$ cat src/hw/rtl/ofs_pkg.sv
// Shared constants, types and helper functions for the overwrite FIFO with statistics
package ofs_pkg;

  localparam int DEPTH  = 64;
  localparam int SLOT_W = $clog2(DEPTH);
  localparam int LEN_W  = $clog2(DEPTH + 1);
  localparam int CAP_W  = 7;
  localparam int DATA_W = 32;
  localparam int TIME_W = 32;
  localparam int CNT_W  = 32;
  localparam int SUM_W  = 48;
  localparam int ACT_W  = 2;

  typedef logic [SLOT_W-1:0] slot_t;
  typedef logic [LEN_W-1:0]  len_t;

  typedef enum logic [ACT_W-1:0] {
    ACT_INSERT    = 2'd0,
    ACT_CONSUME   = 2'd1,
    ACT_STATS_CLR = 2'd2,
    ACT_QUERY     = 2'd3
  } action_t;

  // Controller to datapath
  typedef struct packed {
    logic capture;  // latch the input beat
    logic exec;     // apply the latched beat and load the result register
  } ofs_cmd_t;

  // Datapath to controller
  typedef struct packed {
    logic out_free; // result register empty or being taken this cycle
  } ofs_status_t;

  // Map the programmed capacity onto 1..DEPTH
  function automatic len_t eff_cap(input logic [CAP_W-1:0] cap);
    len_t res;
    if (cap == '0) begin
      res = len_t'(1);
    end else if (int'(cap) > DEPTH) begin
      res = len_t'(DEPTH);
    end else begin
      res = len_t'(cap);
    end
    return res;
  endfunction

  // Advance a ring slot, wrapping at the effective capacity
  function automatic slot_t next_slot(input slot_t slot, input len_t cap);
    len_t inc;
    inc = len_t'(slot) + len_t'(1);
    return (inc >= cap) ? '0 : inc[SLOT_W-1:0];
  endfunction

  // Saturating counter increment
  function automatic logic [CNT_W-1:0] sat_inc(input logic [CNT_W-1:0] v);
    return (v == '1) ? v : v + CNT_W'(1);
  endfunction

endpackage

$ cat src/hw/rtl/ofs_ctrl.sv
// Controller state machine: input handshake and step sequencing
module ofs_ctrl (
  input  logic                 clk,
  input  logic                 rst_n,
  input  logic                 in_valid,
  output logic                 in_ready,
  input  ofs_pkg::ofs_status_t status,
  output ofs_pkg::ofs_cmd_t    cmd
);
  import ofs_pkg::*;

  typedef enum logic {
    ST_IDLE,
    ST_EXEC
  } state_t;

  state_t state_r;
  state_t state_nxt;

  // Decode commands from state
  always_comb begin
    in_ready    = (state_r == ST_IDLE);
    cmd.capture = in_valid && (state_r == ST_IDLE);
    cmd.exec    = (state_r == ST_EXEC) && status.out_free;
  end

  // Next state: wait in exec until the result register can take the beat
  always_comb begin
    state_nxt = state_r;
    case (state_r)
      ST_IDLE: begin
        if (in_valid) state_nxt = ST_EXEC;
      end
      ST_EXEC: begin
        if (status.out_free) state_nxt = ST_IDLE;
      end
      default: state_nxt = ST_IDLE;
    endcase
  end

  always_ff @(posedge clk) begin
    if (!rst_n) begin
      state_r <= ST_IDLE;
    end else begin
      state_r <= state_nxt;
    end
  end

endmodule

$ cat src/hw/rtl/ofs_dp.sv
// Datapath: ring store, pointers, statistics counters and result register
module ofs_dp (
  input  logic                        clk,
  input  logic                        rst_n,
  input  ofs_pkg::ofs_cmd_t           cmd,
  output ofs_pkg::ofs_status_t        status,
  input  logic [ofs_pkg::ACT_W-1:0]   in_action,
  input  logic [ofs_pkg::DATA_W-1:0]  in_payload,
  input  logic [ofs_pkg::TIME_W-1:0]  in_time_stamp,
  input  logic                        cfg_we,
  input  logic [ofs_pkg::CAP_W-1:0]   cfg_wdata,
  output logic                        out_valid,
  input  logic                        out_ready,
  output logic                        out_got_item,
  output logic [ofs_pkg::DATA_W-1:0]  out_payload,
  output logic [ofs_pkg::TIME_W-1:0]  out_arrival,
  output logic                        out_dropped_now,
  output logic [ofs_pkg::LEN_W-1:0]   out_queue_length,
  output logic [ofs_pkg::CNT_W-1:0]   out_received_count,
  output logic [ofs_pkg::CNT_W-1:0]   out_processed_count,
  output logic [ofs_pkg::CNT_W-1:0]   out_lost_count,
  output logic [ofs_pkg::SUM_W-1:0]   out_wait_total,
  output logic [ofs_pkg::TIME_W-1:0]  out_period_start
);
  import ofs_pkg::*;

  // Latched input beat
  action_t           act_r;
  logic [DATA_W-1:0] pay_r;
  logic [TIME_W-1:0] ts_r;

  // Ring store and its registered read port
  logic [DATA_W-1:0] pay_mem [DEPTH];
  logic [TIME_W-1:0] arr_mem [DEPTH];
  logic [DATA_W-1:0] rd_pay_r;
  logic [TIME_W-1:0] rd_arr_r;
  logic              mem_we;

  // Ring control and statistics
  logic [CAP_W-1:0]  cap_r;
  slot_t             rd_slot_r, rd_slot_nxt;
  slot_t             wr_slot_r, wr_slot_nxt;
  len_t              fill_r, fill_nxt;
  logic [CNT_W-1:0]  recv_r, recv_nxt;
  logic [CNT_W-1:0]  proc_r, proc_nxt;
  logic [CNT_W-1:0]  lost_r, lost_nxt;
  logic [SUM_W-1:0]  wsum_r, wsum_nxt;
  logic [TIME_W-1:0] start_r, start_nxt;

  // Result register
  logic              out_valid_r;
  logic              got_r, got_nxt;
  logic              drop_r, drop_nxt;
  logic [DATA_W-1:0] opay_r, opay_nxt;
  logic [TIME_W-1:0] oarr_r, oarr_nxt;

  len_t              cap_eff;
  logic [TIME_W-1:0] wait_ticks;
  logic [SUM_W:0]    sum_ext;

  assign cap_eff       = eff_cap(cap_r);
  assign wait_ticks    = ts_r - rd_arr_r;
  assign sum_ext       = {1'b0, wsum_r} + (SUM_W + 1)'(wait_ticks);
  assign status.out_free = !out_valid_r || out_ready;

  // Latch the accepted beat
  always_ff @(posedge clk) begin
    if (cmd.capture) begin
      act_r <= action_t'(in_action);
      pay_r <= in_payload;
      ts_r  <= in_time_stamp;
    end
  end

  // Write on insert, read the oldest slot every cycle
  always_ff @(posedge clk) begin
    if (mem_we) begin
      pay_mem[wr_slot_r] <= pay_r;
      arr_mem[wr_slot_r] <= ts_r;
    end
    rd_pay_r <= pay_mem[rd_slot_r];
    rd_arr_r <= arr_mem[rd_slot_r];
  end

  // Work out the step
  always_comb begin
    rd_slot_nxt = rd_slot_r;
    wr_slot_nxt = wr_slot_r;
    fill_nxt    = fill_r;
    recv_nxt    = recv_r;
    proc_nxt    = proc_r;
    lost_nxt    = lost_r;
    wsum_nxt    = wsum_r;
    start_nxt   = start_r;
    got_nxt     = 1'b0;
    drop_nxt    = 1'b0;
    opay_nxt    = '0;
    oarr_nxt    = '0;
    mem_we      = 1'b0;
    if (cmd.exec) begin
      case (act_r)
        ACT_INSERT: begin
          mem_we      = 1'b1;
          wr_slot_nxt = next_slot(wr_slot_r, cap_eff);
          recv_nxt    = sat_inc(recv_r);
          if (fill_r >= cap_eff) begin
            // drop the oldest, fill level stays at capacity
            rd_slot_nxt = next_slot(rd_slot_r, cap_eff);
            lost_nxt    = sat_inc(lost_r);
            drop_nxt    = 1'b1;
          end else begin
            fill_nxt = fill_r + len_t'(1);
          end
        end
        ACT_CONSUME: begin
          if (fill_r != '0) begin
            got_nxt     = 1'b1;
            opay_nxt    = rd_pay_r;
            oarr_nxt    = rd_arr_r;
            rd_slot_nxt = next_slot(rd_slot_r, cap_eff);
            fill_nxt    = fill_r - len_t'(1);
            proc_nxt    = sat_inc(proc_r);
            wsum_nxt    = sum_ext[SUM_W] ? '1 : sum_ext[SUM_W-1:0];
          end
        end
        ACT_STATS_CLR: begin
          recv_nxt  = '0;
          proc_nxt  = '0;
          lost_nxt  = '0;
          wsum_nxt  = '0;
          start_nxt = ts_r;
        end
        default: begin
        end
      endcase
    end
  end

  // Hold ring control and statistics; a capacity write empties the ring
  always_ff @(posedge clk) begin
    if (!rst_n) begin
      cap_r     <= CAP_W'(DEPTH);
      rd_slot_r <= '0;
      wr_slot_r <= '0;
      fill_r    <= '0;
      recv_r    <= '0;
      proc_r    <= '0;
      lost_r    <= '0;
      wsum_r    <= '0;
      start_r   <= '0;
    end else if (cfg_we) begin
      cap_r     <= cfg_wdata;
      rd_slot_r <= '0;
      wr_slot_r <= '0;
      fill_r    <= '0;
    end else begin
      rd_slot_r <= rd_slot_nxt;
      wr_slot_r <= wr_slot_nxt;
      fill_r    <= fill_nxt;
      recv_r    <= recv_nxt;
      proc_r    <= proc_nxt;
      lost_r    <= lost_nxt;
      wsum_r    <= wsum_nxt;
      start_r   <= start_nxt;
    end
  end

  // Result valid: set on exec, drop when taken
  always_ff @(posedge clk) begin
    if (!rst_n) begin
      out_valid_r <= 1'b0;
    end else if (cmd.exec) begin
      out_valid_r <= 1'b1;
    end else if (out_ready) begin
      out_valid_r <= 1'b0;
    end
  end

  // Load the result beat
  always_ff @(posedge clk) begin
    if (cmd.exec) begin
      got_r  <= got_nxt;
      drop_r <= drop_nxt;
      opay_r <= opay_nxt;
      oarr_r <= oarr_nxt;
    end
  end

  assign out_valid           = out_valid_r;
  assign out_got_item        = got_r;
  assign out_payload         = opay_r;
  assign out_arrival         = oarr_r;
  assign out_dropped_now     = drop_r;
  assign out_queue_length    = fill_r;
  assign out_received_count  = recv_r;
  assign out_processed_count = proc_r;
  assign out_lost_count      = lost_r;
  assign out_wait_total      = wsum_r;
  assign out_period_start    = start_r;

endmodule

$ cat src/hw/rtl/overwrite_fifo_with_stats.sv
// Flow: an accepted beat is latched, then applied in the exec step, which uses
//   the registered read of the oldest ring slot and loads the result register;
//   exec waits while a result is held and not being taken. Beats are taken
//   only when idle; the next beat gets in while a result waits to be taken.
// Reset: rst_n synchronous, active low; clears pointers, fill level, statistics
//   and sets capacity to 64. The ring store is not cleared (no clearing pass).
module overwrite_fifo_with_stats (
  input  logic                        clk,
  input  logic                        rst_n,
  input  logic                        in_valid,
  output logic                        in_ready,
  input  logic [ofs_pkg::ACT_W-1:0]   in_action,
  input  logic [ofs_pkg::DATA_W-1:0]  in_payload,
  input  logic [ofs_pkg::TIME_W-1:0]  in_time_stamp,
  input  logic                        cfg_we,
  input  logic [ofs_pkg::CAP_W-1:0]   cfg_wdata,
  output logic                        out_valid,
  input  logic                        out_ready,
  output logic                        out_got_item,
  output logic [ofs_pkg::DATA_W-1:0]  out_payload,
  output logic [ofs_pkg::TIME_W-1:0]  out_arrival,
  output logic                        out_dropped_now,
  output logic [ofs_pkg::LEN_W-1:0]   out_queue_length,
  output logic [ofs_pkg::CNT_W-1:0]   out_received_count,
  output logic [ofs_pkg::CNT_W-1:0]   out_processed_count,
  output logic [ofs_pkg::CNT_W-1:0]   out_lost_count,
  output logic [ofs_pkg::SUM_W-1:0]   out_wait_total,
  output logic [ofs_pkg::TIME_W-1:0]  out_period_start
);
  import ofs_pkg::*;

  ofs_cmd_t    cmd;
  ofs_status_t status;

  // Sequence each beat
  ofs_ctrl u_ctrl (
    .clk      (clk),
    .rst_n    (rst_n),
    .in_valid (in_valid),
    .in_ready (in_ready),
    .status   (status),
    .cmd      (cmd)
  );

  // Store, counters and result
  ofs_dp u_dp (
    .clk                 (clk),
    .rst_n               (rst_n),
    .cmd                 (cmd),
    .status              (status),
    .in_action           (in_action),
    .in_payload          (in_payload),
    .in_time_stamp       (in_time_stamp),
    .cfg_we              (cfg_we),
    .cfg_wdata           (cfg_wdata),
    .out_valid           (out_valid),
    .out_ready           (out_ready),
    .out_got_item        (out_got_item),
    .out_payload         (out_payload),
    .out_arrival         (out_arrival),
    .out_dropped_now     (out_dropped_now),
    .out_queue_length    (out_queue_length),
    .out_received_count  (out_received_count),
    .out_processed_count (out_processed_count),
    .out_lost_count      (out_lost_count),
    .out_wait_total      (out_wait_total),
    .out_period_start    (out_period_start)
  );

endmodule

$ cat config.mk
export PLATFORM = sky130hd
export DESIGN_NAME = overwrite_fifo_with_stats
export DESIGN_NICKNAME = d
export VERILOG_FILES = /design/src/hw/rtl/ofs_pkg.sv /design/src/hw/rtl/ofs_ctrl.sv /design/src/hw/rtl/ofs_dp.sv /design/src/hw/rtl/overwrite_fifo_with_stats.sv
export SDC_FILE = /design/constraint.sdc
export NUM_CORES = 2
export LEC_CHECK = 0
export ABC_AREA = 0
export ABC_CLOCK_PERIOD_IN_PS = 7500
export BUFFER_PORTS_ARGS = -buffer_cell sky130_fd_sc_hd__buf_4
export CAP_MARGIN = 20
export CORE_ASPECT_RATIO = 0.8
export CORE_UTILIZATION = 25
export CTS_BUF_LIST = sky130_fd_sc_hd__clkbuf_8
export DETAILED_ROUTE_END_ITERATION = 6
export SYNTH_ARGS = -nofsm -noshare
export SYNTH_HDL_FRONTEND = slang
export SYNTH_SLANG_ARGS = --single-unit
export TNS_END_PERCENT = 5
$ cat constraint.sdc
create_clock -name clk -period 7.5 [get_ports clk]
set_input_delay 1.125 -clock clk [delete_from_list [all_inputs] [get_ports clk]]
set_output_delay 1.125 -clock clk [all_outputs]
set_load 0.03 [all_outputs]
# Word-level counts from Yosys, hierarchy flattened
# Memory sizes are Yosys's and may differ from the RTL's. A register that Yosys moved wholly into a read port is not among the register bits.
# Cells that the tools add are included.
# word_totals
reg_bits,336
ram_bits,4096
inputBits,78
output_inout_bits,251
word_cells,100
memories,2
# op_classes
n_addsub,9
n_lt_le_gt_ge,4
eq_ne,11
mux,32
bitwise_logic,3
n_reduce_logical,21
# mem_list
name,words,word_bits,read_ports,rd_clocked_by_memory_dff,write_ports,line_no,text
u_dp.arr_mem,64,32,1,1,1,ofs_dp.sv:34,logic [TIME_W-1:0] arr_mem [DEPTH];
u_dp.pay_mem,64,32,1,1,1,ofs_dp.sv:33,logic [DATA_W-1:0] pay_mem [DEPTH];
# op_table
operator,n
32-bit one-hot mux with 2 select lines,3
32-bit two-way mux,5
"32-bit by 1-bit adder with 32-bit output, second input constant",3
"32-bit equality test, second input constant",3
48-bit two-way mux,2
48-bit one-hot mux with 2 select lines,1
48-bit by 32-bit adder with 49-bit output,1
32-bit subtractor,1
7-bit two-way mux,4
6-bit two-way mux,4
7-bit >= comparator,3
4-bit AND reduction,4
"6-bit by 1-bit adder with 7-bit output, second input constant",2
7-bit one-hot mux with 2 select lines,1
6-bit one-hot mux with 2 select lines,1
1-bit two-way mux,10
5-bit AND reduction,2
"2-bit inequality test, second input constant",4
2-bit nonzero test,4
"7-bit by 1-bit adder with 7-bit output, second input constant",1
"7-bit greater-than comparator, second input constant",1
7-bit logical NOT,1
7-bit nonzero test,1
"7-bit by 1-bit subtractor with 7-bit output, second input constant",1
other kinds (12),17

# Longest topological paths before layout
# depth
ltp_word,7
depth_mapped,25
mapped_depth_nobuf,23

# Cells and area by module
# Synthesis repeated with hierarchy kept, for this count alone.
# hier_totals
hier_cells,7777
area_unflattened_um2,173660.3
# by_module_without_submodules
mod,instances,cells_per_inst,area_per_inst_um2,seq_area_each_um2
ofs_dp,1,7771,173610.3,132306.9
ofs_ctrl,1,6,50.0,20.0

# Least setup slack after synthesis
# No wires, ideal clock.
# synth_path
path_kind,reg-to-reg
from,register u_dp.ts_r[8]
to,register u_dp.wsum_r[42] (netlist: u_dp.out_wait_total[42])
setup_time_ns,0.117
t_arrival_ns,5.186
required_time_ns,7.383
setup_slack_ns,2.197
stages_incl_launch_ff,24
n_path_buf,3
period_less_slack_ns,5.303
cell_sequence,edfxtp_1 > ha_1 > clkbuf_1 > a21oi_1 > o22ai_1 > or3_1 > o21ai_1 > a32oi_1 > a221oi_2 > nor2_1 > nor3_1 > ha_1 > a21o_1 > a21o_1 > a21o_1 > a211oi_1 > o31ai_1 > a21oi_2 > o21a_1 > or2_1 > buf_6 > buf_6 > o41ai_2 > a22o_1
# synth_via
elab_chain_len,5
# synth_lines
element,line_no,text
"start, declared",ofs_dp.sv:30,logic [TIME_W-1:0] ts_r;
"start signal, assigned",ofs_dp.sv:71,ts_r <= in_time_stamp;
32-bit subtractor,ofs_dp.sv:62,assign wait_ticks = ts_r - rd_arr_r;
48-bit by 32-bit adder with 49-bit output,ofs_dp.sv:63,"assign sum_ext = {1'b0, wsum_r} + (SUM_W + 1)'(wait_ticks);"
48-bit two-way mux,ofs_dp.sv:123,wsum_nxt = sum_ext[SUM_W] ? '1 : sum_ext[SUM_W-1:0];
48-bit two-way mux,ofs_dp.sv:116,if (fill_r != '0) begin
48-bit one-hot mux with 2 select lines,ofs_dp.sv:101,case (act_r)
"end signal, assigned",ofs_dp.sv:163,wsum_r <= wsum_nxt;
"end, declared",ofs_dp.sv:47,"logic [SUM_W-1:0] wsum_r, wsum_nxt;"
# No other way between the ends. The select of a mux whose other input is x is not followed.
# A chain may end at the register's enable or synchronous reset.

# Worst setup path after layout
# layout_path
from,register u_dp.ts_r[1]
to,register u_dp.wsum_r[28] (netlist: u_dp.out_wait_total[28])
# Same word-level chain as after synthesis.

==> impl_metrics.env <==
export IMPL_status="complete, no violations"
export IMPL_antenna_found_initial=42
export IMPL_final_area_sq_um=201000
export IMPL_crit_required_ps=8440
export IMPL_clock_latency_ps=1120
export IMPL_critPathArrivalTime_ps=7110
export IMPL_critPathMaxFanout=66
export IMPL_hold_depth=1
export IMPL_cts_buffer_depth=4
export IMPL_critPathMaxStageDelay_ps=620
export IMPL_synth_ff_type="edfxtp_1"
export IMPL_track_usage_pct=14.0
export IMPL_cts_resized=0
export IMPL_cap_viol_max_count=0
export IMPL_area_delta_synth_final_pct=16.1
export IMPL_period_needed_ps=6160
export IMPL_worst_setup_path_type="reg -> reg"
export IMPL_vias_per_cell=4.75
export IMPL_drc_errors=0
export IMPL_leakage_uw=0.0610
export IMPL_cp_start_kind="flip-flop"
export IMPL_io_pin_count=329
export IMPL_ys_seq_elements=4496
export IMPL_worstSetupEndpointType="flip-flop"
export IMPL_worst_path_buf_inv=2
export IMPL_core_area_sq_um=691000
export IMPL_fin_nets=8753
export IMPL_grt_pass1_vias=84300
export IMPL_min_from="in_time_stamp[29]"
export IMPL_gp_congestion=0.779
export IMPL_dp_hpwl_mm=279
export IMPL_path_cells="buf_4 -> inv_1 -> fa_1 -> nor2b_1 -> o31a_1 -> o21bai_1 -> a21oi_1 -> o211ai_1 -> a21oi_1 -> o21a_1 -> nor2_1 -> xnor2_1 -> ha_1 -> a21o_1 -> a21o_1 -> a211oi_1 -> o31ai_1 -> a21oi_2 -> o21a_1 -> or2_1 -> nor2_1 -> a221o_1"
export IMPL_finalCritPeriodShare_pct=82.2
export IMPL_syn_area_sq_um=173000
export IMPL_yosys_warnings=0
export IMPL_start_util_pct=25.1
export IMPL_hp_class="in -> reg"
export IMPL_reg2reg_from="u_dp.ts_r[1]"
export IMPL_die_width_microns=933
export IMPL_grt_ovfl_total=0
export IMPL_drv_slew=0
export IMPL_grt_pass1_wl_mm=697
export IMPL_reg2reg_depth=22
export IMPL_min_delay_worst_endpoint="u_dp.ts_r[29]"
export IMPL_synth_nets=7880
export IMPL_ant_nets=0
export IMPL_ys_async_sr_fraction_pct=0
export IMPL_cts_tree="done"
export IMPL_post_cts_setup_buffers=0
export IMPL_totalWireLength_mm=509
export IMPL_slew_headroom_pct=19.0
export IMPL_tightestPinTransition_ps=1210
export IMPL_num_vias=87000
export IMPL_peakVddDrop_mv=0.150
export IMPL_syn_instance_count=7700
export IMPL_fin_skew_ps=92.8
export IMPL_final_cells=18300
export IMPL_place_area_sq_um=189000
export IMPL_worstReg2RegEnd="u_dp.out_wait_total[28]"
export IMPL_place_inst=17100
export IMPL_grt_max_degree=135
export IMPL_die_area_sq_um=696000
export IMPL_cts_htree_levels=6
export IMPL_finalHoldViolations=0
export IMPL_nFillCells=67000
export IMPL_ys_seq_area_share_pct=76.4
export IMPL_synth_edf_count=4228
export IMPL_p_per_area_nw_per_um2=236
export IMPL_worst_r2r_setup_slack_ps=1340
export IMPL_cts_root_buf="clkbuf_8"
export IMPL_drt_first_pass_iters=6
export IMPL_clk_pin_slew_worst_paths_ps=60
export IMPL_clock_sinks=4496
export IMPL_clock_fmax_ghz=0.162
export IMPL_fin_setup_tns_ps=0
export IMPL_grt_setup_unrepaired="no"
export IMPL_drtIter0Drc=12000
export IMPL_rows=273
export IMPL_cts_made_buffers=653
export IMPL_ys_types=85
export IMPL_die_h_microns=747
export IMPL_syn_avg_cell_area_sq_um=22.5
export IMPL_crit_family="compound AO/OA/AOI/OAI gates"
export IMPL_drive_gt1_share_pct=31.2
export IMPL_cp_slowest_cell="or2_1"
export IMPL_cts_hold_buf=0
export IMPL_setup_viol=0
export IMPL_io_buffers=328
export IMPL_wl_per_cell_microns=27.8
## cells in the final DEF (no fill, tap or decap), types with 9 or more instances in the layout
master      count
edfxtp_1     4228
mux4_2       1344
clkbuf_8      689
buf_4         528
inv_1         331
dfxtp_1       262
nand2_1       214
nor2_1        165
clkinv_1      127
ha_1           99
a21oi_1        86
xor2_1         79
nor2_4         67
buf_12         67
xnor2_1        65
o21ai_0        64
nor3_1         58
nand3_1        57
and2_1         48
clkinv_2       47
a21o_1         39
nand4_1        35
a21boi_0       34
nor2b_1        26
o21ai_1        26
and3_1         25
or3_1          23
diode_2        21
mux2i_1        17
clkinvlp_4     17
nand2b_1       14
a31oi_1        13
bufinv_16      13
inv_6          12
o21a_1         12
and4_1         11
nand3b_1        9
## report_power, final
part | internal, uW | switching [uW]
Combinational | 393 | 964
Clock | 8950 | 9430
Sequential | 27600 | 69.1
Total | 36900 | 10500
## worst max-delay path by stage
stage / start / end / slack (ps) / depth (start not counted)
after detailed placement: u_dp.ts_r[1] / u_dp.out_wait_total[28] / 1390 / 22
after CTS: u_dp.ts_r[1] / u_dp.out_wait_total[28] / 1360 / 22
final: u_dp.ts_r[1] / u_dp.out_wait_total[28] / 1340 / 22
after global routing: u_dp.ts_r[1] / u_dp.out_wait_total[31] / 940 / 22
after floorplan: u_dp.ts_r[8] / u_dp.out_wait_total[42] / 2200 / 23
after global placement: u_dp.ts_r[1] / u_dp.out_wait_total[31] / 1490 / 22
## logic make-up (layout without fill, tap and decap cells)
family,after synthesis,count (layout),synth area share [%]
flops,4496,4496,76.4
mux,1361,1361,17.6
simple gates,793,793,2.22
buf+inv,449,1840,1.01
compound gates,355,355,1.34
xor+xnor,144,144,0.728
fa+ha+maj,102,102,0.750
other cells,0,21,0
## synth_stat cells (64+ instances only)
library cell	n	area [sq um]
xnor2_1	65	569
dfxtp_1	268	5370
clkbuf_1	272	1020
o21ai_0	64	320
buf_1	93	349
inv_1	70	263
mux4_2	1344	30300
xor2_1	79	692
a21oi_1	86	430
edfxtp_1	4228	127000
nor2_1	231	867
ha_1	99	1240
nand2_1	214	803
## metrics by stage
stage / hold slack [ps] / worst slack (ps) / utilization (%) / power (uW)
3_3_place_gp: 455 / 1490 / 27.4 / 29500
4_1_cts: 94.1 / 1360 / 29.1 / 47800
3_5_place_dp: 461 / 1390 / 27.4 / 29500
2_1_floorplan: 482 / 2200 / - / 28900
6_report: 193 / 1340 / 29.1 / 47400
5_1_grt: 139 / 943 / 29.1 / 48900
## layer usage
| layer | up-vias | track usage (%) | wire (microns) |
|---|---|---|---|
| met5 | - | 0 | 30 |
| met3 | 666 | 3.38 | 51700 |
| li1 | 34300 | - | - |
| met1 | 47300 | 20.9 | 224000 |
| met2 | 4690 | 20.8 | 224000 |
| met4 | 4 | 2.95 | 9990 |
## layout make-up
class	count	area [sq um]	share of cell area, %
clock inverter	484	2380	1.19
multi-input combinational	2755	39700	19.7
antenna	21	52.6	0.0261
sequential	4496	132000	65.8
tap	9212	11500	5.73
clock buffer	689	9480	4.72
timing repair buffer	596	5330	2.65
inverter	71	272	0.135
Power figures use the tool's default switching activity.
